<file path="config.mk">
export PLATFORM = sky130hd
export DESIGN_NAME = sample_word_to_double_unit
export DESIGN_NICKNAME = d
export VERILOG_FILES = /design/src/rtl/core/swd_pkg.sv /design/src/rtl/core/swd_conv.sv /design/src/rtl/core/sample_word_to_double_unit.sv
export VERILOG_INCLUDE_DIRS = /design/src /design/src/rtl/core
export SDC_FILE = /design/constraint.sdc
export NUM_CORES = 1
export LEC_CHECK = 0
export BUFFER_PORTS_ARGS = -buffer_cell sky130_fd_sc_hd__buf_2
export CORE_UTILIZATION = 40
export CTS_CLUSTER_DIAMETER = 100
export DETAILED_ROUTE_END_ITERATION = 8
export PLACE_DENSITY = 0.67
export SETUP_SLACK_MARGIN = 0.15
export SLEW_MARGIN = 20
export SYNTH_ARGS = -nofsm -noshare
export SYNTH_HDL_FRONTEND = slang
export SYNTH_HIERARCHICAL = 1
export SYNTH_SLANG_ARGS = --single-unit
</file>
<file path="constraint.sdc">
create_clock -name i_clk -period 11.9 [get_ports i_clk]
set_clock_uncertainty 0.2 [all_clocks]
set_input_delay 0.595 -clock i_clk [delete_from_list [all_inputs] [get_ports i_clk]]
set_output_delay 0.595 -clock i_clk [all_outputs]
set_load 0.01 [all_outputs]
</file>
<file path="src/rtl/core/sample_word_to_double_unit_defines.svh">
// ----------------------------------------------------------------------------
// sample word to double unit assertion macros
// concurrent assertion wrappers, empty in synthesis builds
// ----------------------------------------------------------------------------
`ifndef SAMPLE_WORD_TO_DOUBLE_UNIT_DEFINES_SVH
`define SAMPLE_WORD_TO_DOUBLE_UNIT_DEFINES_SVH
`ifndef SYNTH
`define SWD_ASSERT(lbl, clk, rst_n, prop) \
    lbl: assert property (@(posedge clk) disable iff (!rst_n) prop) \
        else $error("assertion failed");
`define SWD_ASSERT_ALWAYS(lbl, clk, prop) \
    lbl: assert property (@(posedge clk) prop) else $error("assertion failed");
`else
`define SWD_ASSERT(lbl, clk, rst_n, prop)
`define SWD_ASSERT_ALWAYS(lbl, clk, prop)
`endif
`endif

</file>
<file path="src/rtl/core/swd_pkg.sv">
// ----------------------------------------------------------------------------
// swd package
// shared types and constants of the sample word to double unit
// ----------------------------------------------------------------------------
`timescale 1ns / 1ps
package swd_pkg;
    localparam logic [1:0] REG_BIG_ENDIAN = 2'd0;
    localparam logic [1:0] REG_WORD_BYTES = 2'd1;
    localparam logic [1:0] REG_IS_FLOAT   = 2'd2;

    localparam logic [2:0] K_ZERO = 3'd0;
    localparam logic [2:0] K_INT  = 3'd1;
    localparam logic [2:0] K_HALF = 3'd2;
    localparam logic [2:0] K_SGL  = 3'd3;
    localparam logic [2:0] K_DBL  = 3'd4;

    typedef struct packed {
        logic       big_endian;
        logic [3:0] word_bytes;
        logic       is_float;
    } t_cfg;
endpackage

</file>
<file path="src/rtl/core/swd_conv.sv">
// ----------------------------------------------------------------------------
// swd conversion pipeline
// four stage word to double converter with stall-aware valid chain
// ----------------------------------------------------------------------------
`timescale 1ns / 1ps
module swd_conv
    import swd_pkg::*;
(
    input  logic        i_clk,
    input  logic        i_rst_n,
    input  t_cfg        i_cfg,
    input  logic        i_valid,
    input  logic [63:0] i_raw_word,
    input  logic        i_last_word,
    output logic        o_stall,
    output logic        o_valid,
    output logic [63:0] o_value_bits,
    output logic        o_last_value,
    input  logic        i_stall
);
    logic       adv;
    logic [3:0] r_vld;
    logic       n_neg;
    logic [63:0] n_w;
    logic [2:0] n_kind;

    assign adv     = !(r_vld[3] && i_stall);
    assign o_stall = !adv;
    assign o_valid = r_vld[3];

    always_ff @(posedge i_clk) begin
        if (!i_rst_n) begin
            r_vld <= '0;
        end else if (adv) begin
            r_vld <= {r_vld[2:0], i_valid};
        end
    end

    // stage 1: swap, mask, classify, signed magnitude
    logic [63:0] sw;
    logic [2:0]  kind;
    always_comb begin
        sw = i_raw_word;
        kind = K_ZERO;
        unique case (i_cfg.word_bytes)
            4'd1: begin
                sw = {56'd0, i_raw_word[7:0]};
                kind = i_cfg.is_float ? K_ZERO : K_INT;
            end
            4'd2: begin
                sw = i_cfg.big_endian ? {48'd0, i_raw_word[7:0], i_raw_word[15:8]}
                                      : {48'd0, i_raw_word[15:0]};
                kind = i_cfg.is_float ? K_HALF : K_INT;
            end
            4'd4: begin
                sw = i_cfg.big_endian ? {32'd0, i_raw_word[7:0], i_raw_word[15:8],
                                         i_raw_word[23:16], i_raw_word[31:24]}
                                      : {32'd0, i_raw_word[31:0]};
                kind = i_cfg.is_float ? K_SGL : K_INT;
            end
            4'd8: begin
                for (int i = 0; i < 8; i++) begin
                    sw[8*i +: 8] = i_cfg.big_endian ? i_raw_word[8*(7-i) +: 8]
                                                    : i_raw_word[8*i +: 8];
                end
                kind = i_cfg.is_float ? K_DBL : K_INT;
            end
            default: kind = K_ZERO;
        endcase
    end

    // integer: left-align to 64 bits so value = s / 2^63
    // half and single float: sign split off so the leading zero count sees the magnitude only
    logic [63:0] al;
    always_comb begin
        unique case (i_cfg.word_bytes)
            4'd1:    al = {sw[7:0], 56'd0};
            4'd2:    al = {sw[15:0], 48'd0};
            4'd4:    al = {sw[31:0], 32'd0};
            default: al = sw;
        endcase
        n_neg = 1'b0;
        n_w   = sw;
        case (kind)
            K_INT: begin
                n_neg = al[63];
                n_w   = al[63] ? (64'd0 - al) : al;
            end
            K_HALF: begin
                n_neg = sw[15];
                n_w   = {48'd0, 1'b0, sw[14:0]};
            end
            K_SGL: begin
                n_neg = sw[31];
                n_w   = {32'd0, 1'b0, sw[30:0]};
            end
            default: ;
        endcase
        n_kind = kind;
    end

    logic [63:0] r1_w;  logic r1_neg; logic [2:0] r1_k; logic r1_l;
    always_ff @(posedge i_clk) begin
        if (adv) begin
            r1_w <= n_w; r1_neg <= n_neg; r1_k <= n_kind; r1_l <= i_last_word;
        end
    end

    // stage 2: leading zero count
    logic [6:0] lz;
    logic       lzf;
    always_comb begin
        lz = 7'd64; lzf = 1'b0;
        for (int i = 63; i >= 0; i--) begin
            if (r1_w[i] && !lzf) begin
                lz = 7'(63 - i); lzf = 1'b1;
            end
        end
    end
    logic [63:0] r2_w;  logic r2_neg; logic [2:0] r2_k; logic r2_l; logic [6:0] r2_lz;
    always_ff @(posedge i_clk) begin
        if (adv) begin
            r2_w <= r1_w; r2_neg <= r1_neg; r2_k <= r1_k; r2_l <= r1_l; r2_lz <= lz;
        end
    end

    // stage 3: normalise
    logic [63:0] nm;
    assign nm = r2_w << r2_lz[5:0];
    logic [63:0] r3_w;  logic [63:0] r3_nm; logic r3_neg; logic [2:0] r3_k;
    logic r3_l; logic [6:0] r3_lz;
    always_ff @(posedge i_clk) begin
        if (adv) begin
            r3_w <= r2_w; r3_nm <= nm; r3_neg <= r2_neg; r3_k <= r2_k;
            r3_l <= r2_l; r3_lz <= r2_lz;
        end
    end

    // stage 4: round and pack
    logic [63:0] res;
    logic [53:0] mr;
    logic        rup;
    logic [10:0] ex;
    logic [7:0]  se;
    logic [22:0] sm;
    logic [9:0]  hm;
    logic [4:0]  he;
    always_comb begin
        res = 64'd0;
        mr = '0; rup = 1'b0; ex = '0;
        se = r3_w[30:23]; sm = r3_w[22:0];
        hm = r3_w[9:0];   he = r3_w[14:10];
        case (r3_k)
            K_INT: begin
                if (!r3_lz[6]) begin
                    rup = r3_nm[10] && (r3_nm[9] || (r3_nm[8:0] != 0) || r3_nm[11]);
                    mr = {1'b0, r3_nm[63:11]} + {53'd0, rup};
                    ex = 11'd1023 - {4'd0, r3_lz};
                    if (mr[53]) ex = ex + 11'd1;
                    res = {r3_neg, ex, mr[53] ? 52'd0 : mr[51:0]};
                end
            end
            K_HALF: begin
                if (he == 5'd0) begin
                    if (hm == 10'd0) res = {r3_neg, 63'd0};
                    else res = {r3_neg, 11'd1062 - {4'd0, r3_lz},
                                r3_nm[62:11]};
                end else begin
                    res = {r3_neg, 11'd1008 + {6'd0, he}, hm, 42'd0};
                end
            end
            K_SGL: begin
                if (se == 8'hff)
                    res = {r3_neg, 11'h7ff, (sm != 0) | sm[22], sm[21:0], 29'd0};
                else if (se == 8'd0) begin
                    if (sm == 0) res = {r3_neg, 63'd0};
                    else res = {r3_neg, 11'd937 - {4'd0, r3_lz},
                                r3_nm[62:11]};
                end else res = {r3_neg, 11'd896 + {3'd0, se}, sm, 29'd0};
            end
            K_DBL:   res = r3_w;
            default: res = 64'd0;
        endcase
    end
    always_ff @(posedge i_clk) begin
        if (adv) begin
            o_value_bits <= res; o_last_value <= r3_l;
        end
    end
endmodule

</file>
<file path="src/rtl/core/sample_word_to_double_unit.sv">
// ----------------------------------------------------------------------------
// sample word to double unit
// converts raw integer or float words into double precision bit patterns
// ----------------------------------------------------------------------------
// channel   direction  handshake        payload
// input     in         i_valid/o_stall  i_raw_word, i_last_word
// output    out        o_valid/i_stall  o_value_bits, o_last_value
// config    in         apb              big_endian, word_bytes, is_float
// one request per cycle while o_stall is low; a request passes the three pipeline
// stages and then the output register
// a stalled output freezes the whole pipeline; nothing is lost or repeated
// reset clears the valid chain and sets word_bytes to four
`timescale 1ns / 1ps
`include "sample_word_to_double_unit_defines.svh"
module sample_word_to_double_unit
    import swd_pkg::*;
(
    input  logic        i_clk,
    input  logic        i_rst_n,
    input  logic        psel,
    input  logic        penable,
    input  logic        pwrite,
    input  logic [3:0]  paddr,
    input  logic [31:0] pwdata,
    output logic [31:0] prdata,
    output logic        pready,
    input  logic        i_valid,
    output logic        o_stall,
    input  logic [63:0] i_raw_word,
    input  logic        i_last_word,
    output logic        o_valid,
    input  logic        i_stall,
    output logic [63:0] o_value_bits,
    output logic        o_last_value
);
    t_cfg r_cfg;
    logic wr;
    assign pready = 1'b1;
    assign wr = psel && penable && pwrite;

    always_ff @(posedge i_clk) begin
        if (!i_rst_n) begin
            r_cfg <= '{big_endian: 1'b0, word_bytes: 4'd4, is_float: 1'b0};
        end else if (wr) begin
            unique case (paddr[3:2])
                REG_BIG_ENDIAN: r_cfg.big_endian <= pwdata[0];
                REG_WORD_BYTES: r_cfg.word_bytes <= pwdata[3:0];
                REG_IS_FLOAT:   r_cfg.is_float   <= pwdata[0];
                default: ;
            endcase
        end
    end

    always_comb begin
        unique case (paddr[3:2])
            REG_BIG_ENDIAN: prdata = {31'd0, r_cfg.big_endian};
            REG_WORD_BYTES: prdata = {28'd0, r_cfg.word_bytes};
            REG_IS_FLOAT:   prdata = {31'd0, r_cfg.is_float};
            default:        prdata = 32'd0;
        endcase
    end

    swd_conv u_conv (
        .i_clk(i_clk), .i_rst_n(i_rst_n), .i_cfg(r_cfg),
        .i_valid(i_valid), .i_raw_word(i_raw_word), .i_last_word(i_last_word),
        .o_stall(o_stall), .o_valid(o_valid), .o_value_bits(o_value_bits),
        .o_last_value(o_last_value), .i_stall(i_stall)
    );

    `SWD_ASSERT(a_stall_only_when_full, i_clk, i_rst_n, o_stall |-> o_valid)
    `SWD_ASSERT(a_hold_out, i_clk, i_rst_n, (o_valid && i_stall) |=> $stable(o_value_bits))
    `SWD_ASSERT(a_cfg_ok, i_clk, i_rst_n, r_cfg.word_bytes <= 4'd15)
endmodule
</file>
; ---- Yosys cells after proc, flatten, opt, wreduce, memory -nomap -nowiden
; Index checks and enable logic that the tools add are counted.
[op_classes]
bitwise = 1
n_mux = 156
n_addsub = 8
reduce_logical = 148
shifts = 1
n_eq_ne = 14
[op_table]
columns = op, count
row1 = $pmux W64 S4, 2
row2 = $pmux W64 S3, 2
row3 = $mux W63, 5
row4 = $mux W6, 31
row5 = $mux W64, 2
row6 = $mux W5, 16
row7 = $logic_and A1 B1 Y1, 67
row8 = $mux W1, 65
row9 = $mux W8, 8
row10 = $shl A64 B6 Y64, 1
row11 = $sub A1 B64 Y64 const A, 1
row12 = $logic_not A1 Y1, 63
row13 = $reduce_or A63 Y1, 1
row14 = $add A53 B1 Y54, 1
row15 = $mux W52, 1
row16 = $mux W32, 1
row17 = $mux W4, 8
row18 = $reduce_or A32 Y1, 1
row19 = $logic_not A23 Y1, 1
row20 = $reduce_bool A23 Y1, 1
row21 = $sub A10 B7 Y11 const A, 2
row22 = $mux W16, 1
row23 = $reduce_or A16 Y1, 1
row24 = $mux W3, 5
row25 = other kinds (31), 41
[totals]
output_inout_bits = 100
elab_cells = 355
in_bits = 108
reg_bits = 360

; ---- Depth between registers and ports, before layout
[logic_depth]
word_depth = 190
mapped_depth = 18

; ---- By module
; Netlist, hierarchy kept.
[modules_own_cells]
columns = module, cells_each, n_inst, seq_area_each_um2, area_per_inst_um2
row1 = swd_conv, 2385, 1, 10590.2, 22988.3
row2 = sample_word_to_double_unit, 66, 1, 120.1, 539.3

; ---- Worst setup path before layout
; Ideal clock, no wire load.
[synth_path]
path_type = input port to flip-flop
from = input i_stall
to = register u_conv.r_vld[3]
t_arrival_ns = 9.955
setup_slack_ns = 1.618
stages = 3
setup_time_ns = 0.127
required_time_ns = 11.573
cell_sequence = nand2_1 > inv_1 > o21a_1
[synth_via]
elab_chain_len = 1
[synth_rtl]
columns = item, line_no
row1 = start: declaration, sample_word_to_double_unit.sv:32  ; input logic i_stall,
row2 = $logic_and A1 B1 Y1, swd_conv.sv:27  ; assign adv = !(r_vld[3] && i_stall);
row3 = named net o_stall, sample_word_to_double_unit.sv:28  ; output logic o_stall,
row4 = end signal: assignment, swd_conv.sv:35  ; r_vld <= {r_vld[2:0], i_valid};
row5 = end: declaration, swd_conv.sv:22  ; logic [3:0] r_vld;
; The timed path passes the listed nets, and every way through them passes these cells.
; A chain may end at the register's enable or synchronous reset.

; ---- Worst setup path in the final report
[layout_path]
from = register r_cfg[4] in the netlist's numbering
to = register u_conv.r1_w[61], data pin
[layout_via]
elab_chain_len = 6
word_cells_on_any_way = 13
cone_classes = 1 x add/sub / 7 x eq/ne / 5 x mux
[layout_rtl]
columns = item, line_no
row1 = start: declaration, sample_word_to_double_unit.sv:36  ; t_cfg r_cfg;
row2 = start signal: assignment, sample_word_to_double_unit.sv:43  ; r_cfg <= '{big_endian: 1'b0, word_bytes: 4'd4, is_float: 1'b0};
row3 = $eq A4 B4 Y1 (tied with other cells), swd_conv.sv:45  ; unique case (i_cfg.word_bytes)
row4 = $pmux W64 S4, swd_conv.sv:45
row5 = $pmux W64 S3, swd_conv.sv:76  ; unique case (i_cfg.word_bytes)
row6 = $sub A1 B64 Y64, swd_conv.sv:87  ; n_w = al[63] ? (64'd0 - al) : al;
row7 = $mux W64, swd_conv.sv:87
row8 = $pmux W64 S3 (*), swd_conv.sv:84  ; case (kind)
row9 = named net u_conv.n_w[61], swd_conv.sv:24  ; logic [63:0] n_w;
row10 = end signal: assignment, swd_conv.sv:105  ; r1_w <= n_w; r1_neg <= n_neg; r1_k <= n_kind; r1_l <= i_last_word;
row11 = end: declaration, swd_conv.sv:102  ; logic [63:0] r1_w; logic r1_neg; logic [2:0] r1_k; logic r1_l;
; The timed path passes the listed nets; every way through them passes the cells marked *.

==> results.py <==
metrics = {
    "outcome": {
        "status": "completed",
    },
    "critical_path": {
        "cp-start-kind": "register",
        "cp-endpoint": "u_conv/r1_w[61]",
        "cp_num_cells": 12,
        "rr_endpoint": "u_conv/r1_w[61]",
        "required_ps": 12140,
        "worstPathArrival_ps": 6060,
        "worst-setup-path-type": "reg2reg",
        "crit_family": "simple AND/OR/NAND/NOR gates",
        "timing.critical_path.mode_cell": "buf_4",
        "end_kind": "register",
        "startpoint": "r_cfg[4]",
        "cpPeakStageDelay_ps": 730,
        "r2r_setup_slack_ps": 6080,
        "rr_worst_depth": 12,
        "path_cells": "buf_4 -> and3b_1 -> o311ai_0 -> and2_1 -> buf_4 -> a221o_1 -> a2111o_1 -> nor3_2 -> and4_1 -> nand2_4 -> or4_1 -> nand3_1",
        "slowest_stage": "nor3_2",
        "critPathMaxFanout": 27,
        "r2r_start": "r_cfg[4]",
        "cp_num_buf_inv": 2,
    },
    "routing": {
        "dr_wl_met2_um": 37910,
        "post_drt_via_cell_ratio": 6.321,
        "vias": 20950,
        "first_pass_iters": 9,
        "met3WireLength_um": 6507,
        "drc": 0,
        "top_layer": "met4",
        "wl_met1_um": 33580,
        "drt_iter0_drc": 2506,
        "avgRoutedWirePerCell_um": 24.91,
        "final_antenna_net_count": 0,
        "wirelength_um": 82560,
    },
    "sta": {
        "final_max_slew_viol_count": 0,
        "max_freq_ghz": 0.1717,
        "worst_pin_slew_ps": 1148,
        "rsz0062_at_grt": "false",
        "finalSetupTns_ps": 0,
        "fin_ws_ps": 6076,
        "finalHoldViolations": 0,
        "finalCritPeriodShare_pct": 48.94,
        "max_slew_margin_pct": 22.86,
        "period_needed_ps": 5824,
        "final-setup-viol-count": 0,
    },
    "yosys": {
        "ys_ff_latch": 360,
        "avgSynthCellArea_sq_um": 9.599,
        "synth_top_cells_by_count": "350 x edfxtp_1, 309 x nand2_1, 290 x nor2_1",
        "yosys-top-cells-area": "edfxtp_1 45%, nand2_1 4.9%, nor2_1 4.6%",
        "synth.top_cell.area_share_pct": 44.67,
        "seq_area_frac_synth_pct": 45.52,
        "yosysWarnings": 6,
        "syn_inst": 2451,
        "synthArstFlopShare_pct": 0,
        "synthFlopType": "edfxtp_1",
        "yosysMostFrequentCell": "edfxtp_1",
        "synth_area_sq_mm": 0.02353,
        "yosysUniqueCellTypes": 94,
        "synth_edf_count": 350,
        "yosysTopAreaCell": "edfxtp_1",
    },
    "pwr": {
        "vdd_drop_max_uv": 117.2,
        "powerDensity_mw_per_mm2": 184.9,
        "p_leak_nw": 10.04,
        "power_mw": 4.824,
    },
    "die": {
        "core_area_sq_mm": 0.05792,
        "placementRows": 88,
        "die_area_sq_mm": 0.05979,
        "io_pins": 208,
        "dieHeight_um": 244.5,
        "die_w_um": 244.5,
        "start_util_pct": 40.62,
    },
    "clock_network": {
        "numClockSinks": 360,
        "clk_pin_slew_worst_paths_ps": 60,
        "cts_tree": "done",
        "clock_latency_ps": 590,
        "post-cts-setup-buffers": 0,
        "cts_root_buffer": "clkbuf_16",
        "clock_path_buffers": 3,
        "cts_resized": 0,
        "htree_levels": 2,
        "numCtsBuffers": 39,
    },
    "hold_path": {
        "hold_class": "in2reg",
    },
    "cells_and_area": {
        "fill_cells": 5557,
        "num-nets-final": 2632,
        "drive_above_1_share_pct": 13.89,
        "area_growth_pct": 10.88,
        "final_area_sq_mm": 0.02609,
        "regArea_sq_mm": 0.01071,
        "multi_input_area_sq_mm": 0.01187,
    },
    "grt": {
        "grt_max_degree": 87,
        "grt_use_total_pct": 27.15,
        "grt_overflow_total": 0,
        "antenna_found_initial": 0,
        "grt_pass1_wl_um": 123300,
        "grt_pass1_vias": 19720,
    },
    "flow_run": {
        "cap_violations": 0,
    },
    "placed_design": {
        "place.gp.congestion": 1.005,
        "dpl_cell_area_sq_mm": 0.02477,
        "dp_hpwl_um": 61890,
        "port_buffers": 148,
        "post-place-ws_ps": 6253,
    },
}
==> registers in the layout, indices dropped and copies added (netlist names), 3 cells and up <==
name,flops
u_conv/r2_w,64
u_conv/r2_lz,7
u_conv/r3_k,3
u_conv/o_value_bits,64
u_conv/r3_lz,7
u_conv/r_vld,4
u_conv/r1_w,64
u_conv/r3_nm,64
u_conv/r1_k,3
r_cfg,6
u_conv/r2_k,3
u_conv/r3_w,64
==> cells in the final DEF (no fill, tap or decap), types with 12 or more instances in the layout <==
master	instances
inv_1	37
clkbuf_16	39
mux2i_1	76
nand3b_1	14
a221o_1	15
a22oi_1	85
nand4_1	21
o21ai_0	169
and3_1	25
nand2_1	308
edfxtp_1	350
nor4_1	34
o21a_1	23
mux4_2	46
a21oi_1	125
nand2b_1	17
nor2b_1	18
nor3_1	51
xnor2_1	33
conb_1	29
a22o_1	17
nor2_1	288
o211ai_1	16
buf_4	45
xor2_1	32
buf_2	148
a211oi_1	12
and2_1	27
o22ai_1	55
a222oi_1	16
a221oi_1	15
a31oi_1	36
nand3_1	67
==> repair_timing <==
item,in CTS,in global routing
hold buffers,1,0
endpoints found under the hold margin,1,0
setup endpoints to repair,0,0
==> tightest hold or removal path, delay by kind of cell <==
family        cells  cell delay, ps
mux               1              60
buf+inv           1              90
simple gates      1              50
==> report_power, final <==
group,switching [mW],internal (mW)
Sequential,0.328,1.81
Combinational,0.912,0.576
Clock,0.516,0.677
==> kinds of logic (layout without fill, tap and decap cells) <==
logic type,count (synthesis),after routing,share of synthesized area [%]
XOR/XNOR,65,65,2.420
multiplexers,130,130,8.020
adder cells (fa/ha/maj),7,7,0.3722
AO/OA/AOI/OAI,709,709,20.41
AND/OR/NAND/NOR,939,939,18.60
flip-flops,360,360,45.52
other,2,30,0.03192
buffers and inverters,239,309,4.621
==> stage by stage <==
stage	instances	hold WS [ps]	util [%]
after floorplan	2478	200.3	-
after global placement	3239	204.6	42.78
after detailed placement	3239	205.4	42.78
after CTS	3312	49.81	44.99
after global routing	3313	85.92	45.04
final	3314	76.86	45.04
==> worst min-delay path by stage <==
stage | start | to | slack, ps | cells past startpoint
6_report | pwdata[3] | r_cfg[4] | 80 | 3
4_1_cts | pwdata[3] | r_cfg[4] | 50 | 3
3_3_place_gp | u_conv/r1_neg | u_conv/r2_neg | 200 | 0
5_1_grt | pwdata[1] | r_cfg[2] | 90 | 3
2_1_floorplan | u_conv/r3_l | u_conv/o_last_value | 200 | 0
3_5_place_dp | u_conv/r1_l | u_conv/r2_l | 210 | 0
==> per-layer routing <==
metal | vias to the layer above | global-route usage (%)
li1 | 9468 | -
met1 | 10100 | 35.33
met2 | 1159 | 43.55
met3 | 224 | 4.247
met4 | 0 | 14.28
met5 | - | 0
==> cell type report <==
class,count,area share (%)
clock inverters,31,1.113
multi-input cells,1879,45.50
inverters,42,0.6043
repair buffers,195,4.278
clock buffers,41,3.770
diodes,1,0.009592
well taps,765,3.669
flip-flops and latches,360,41.06
No activity file was read; power rests on OpenSTA's default activity.
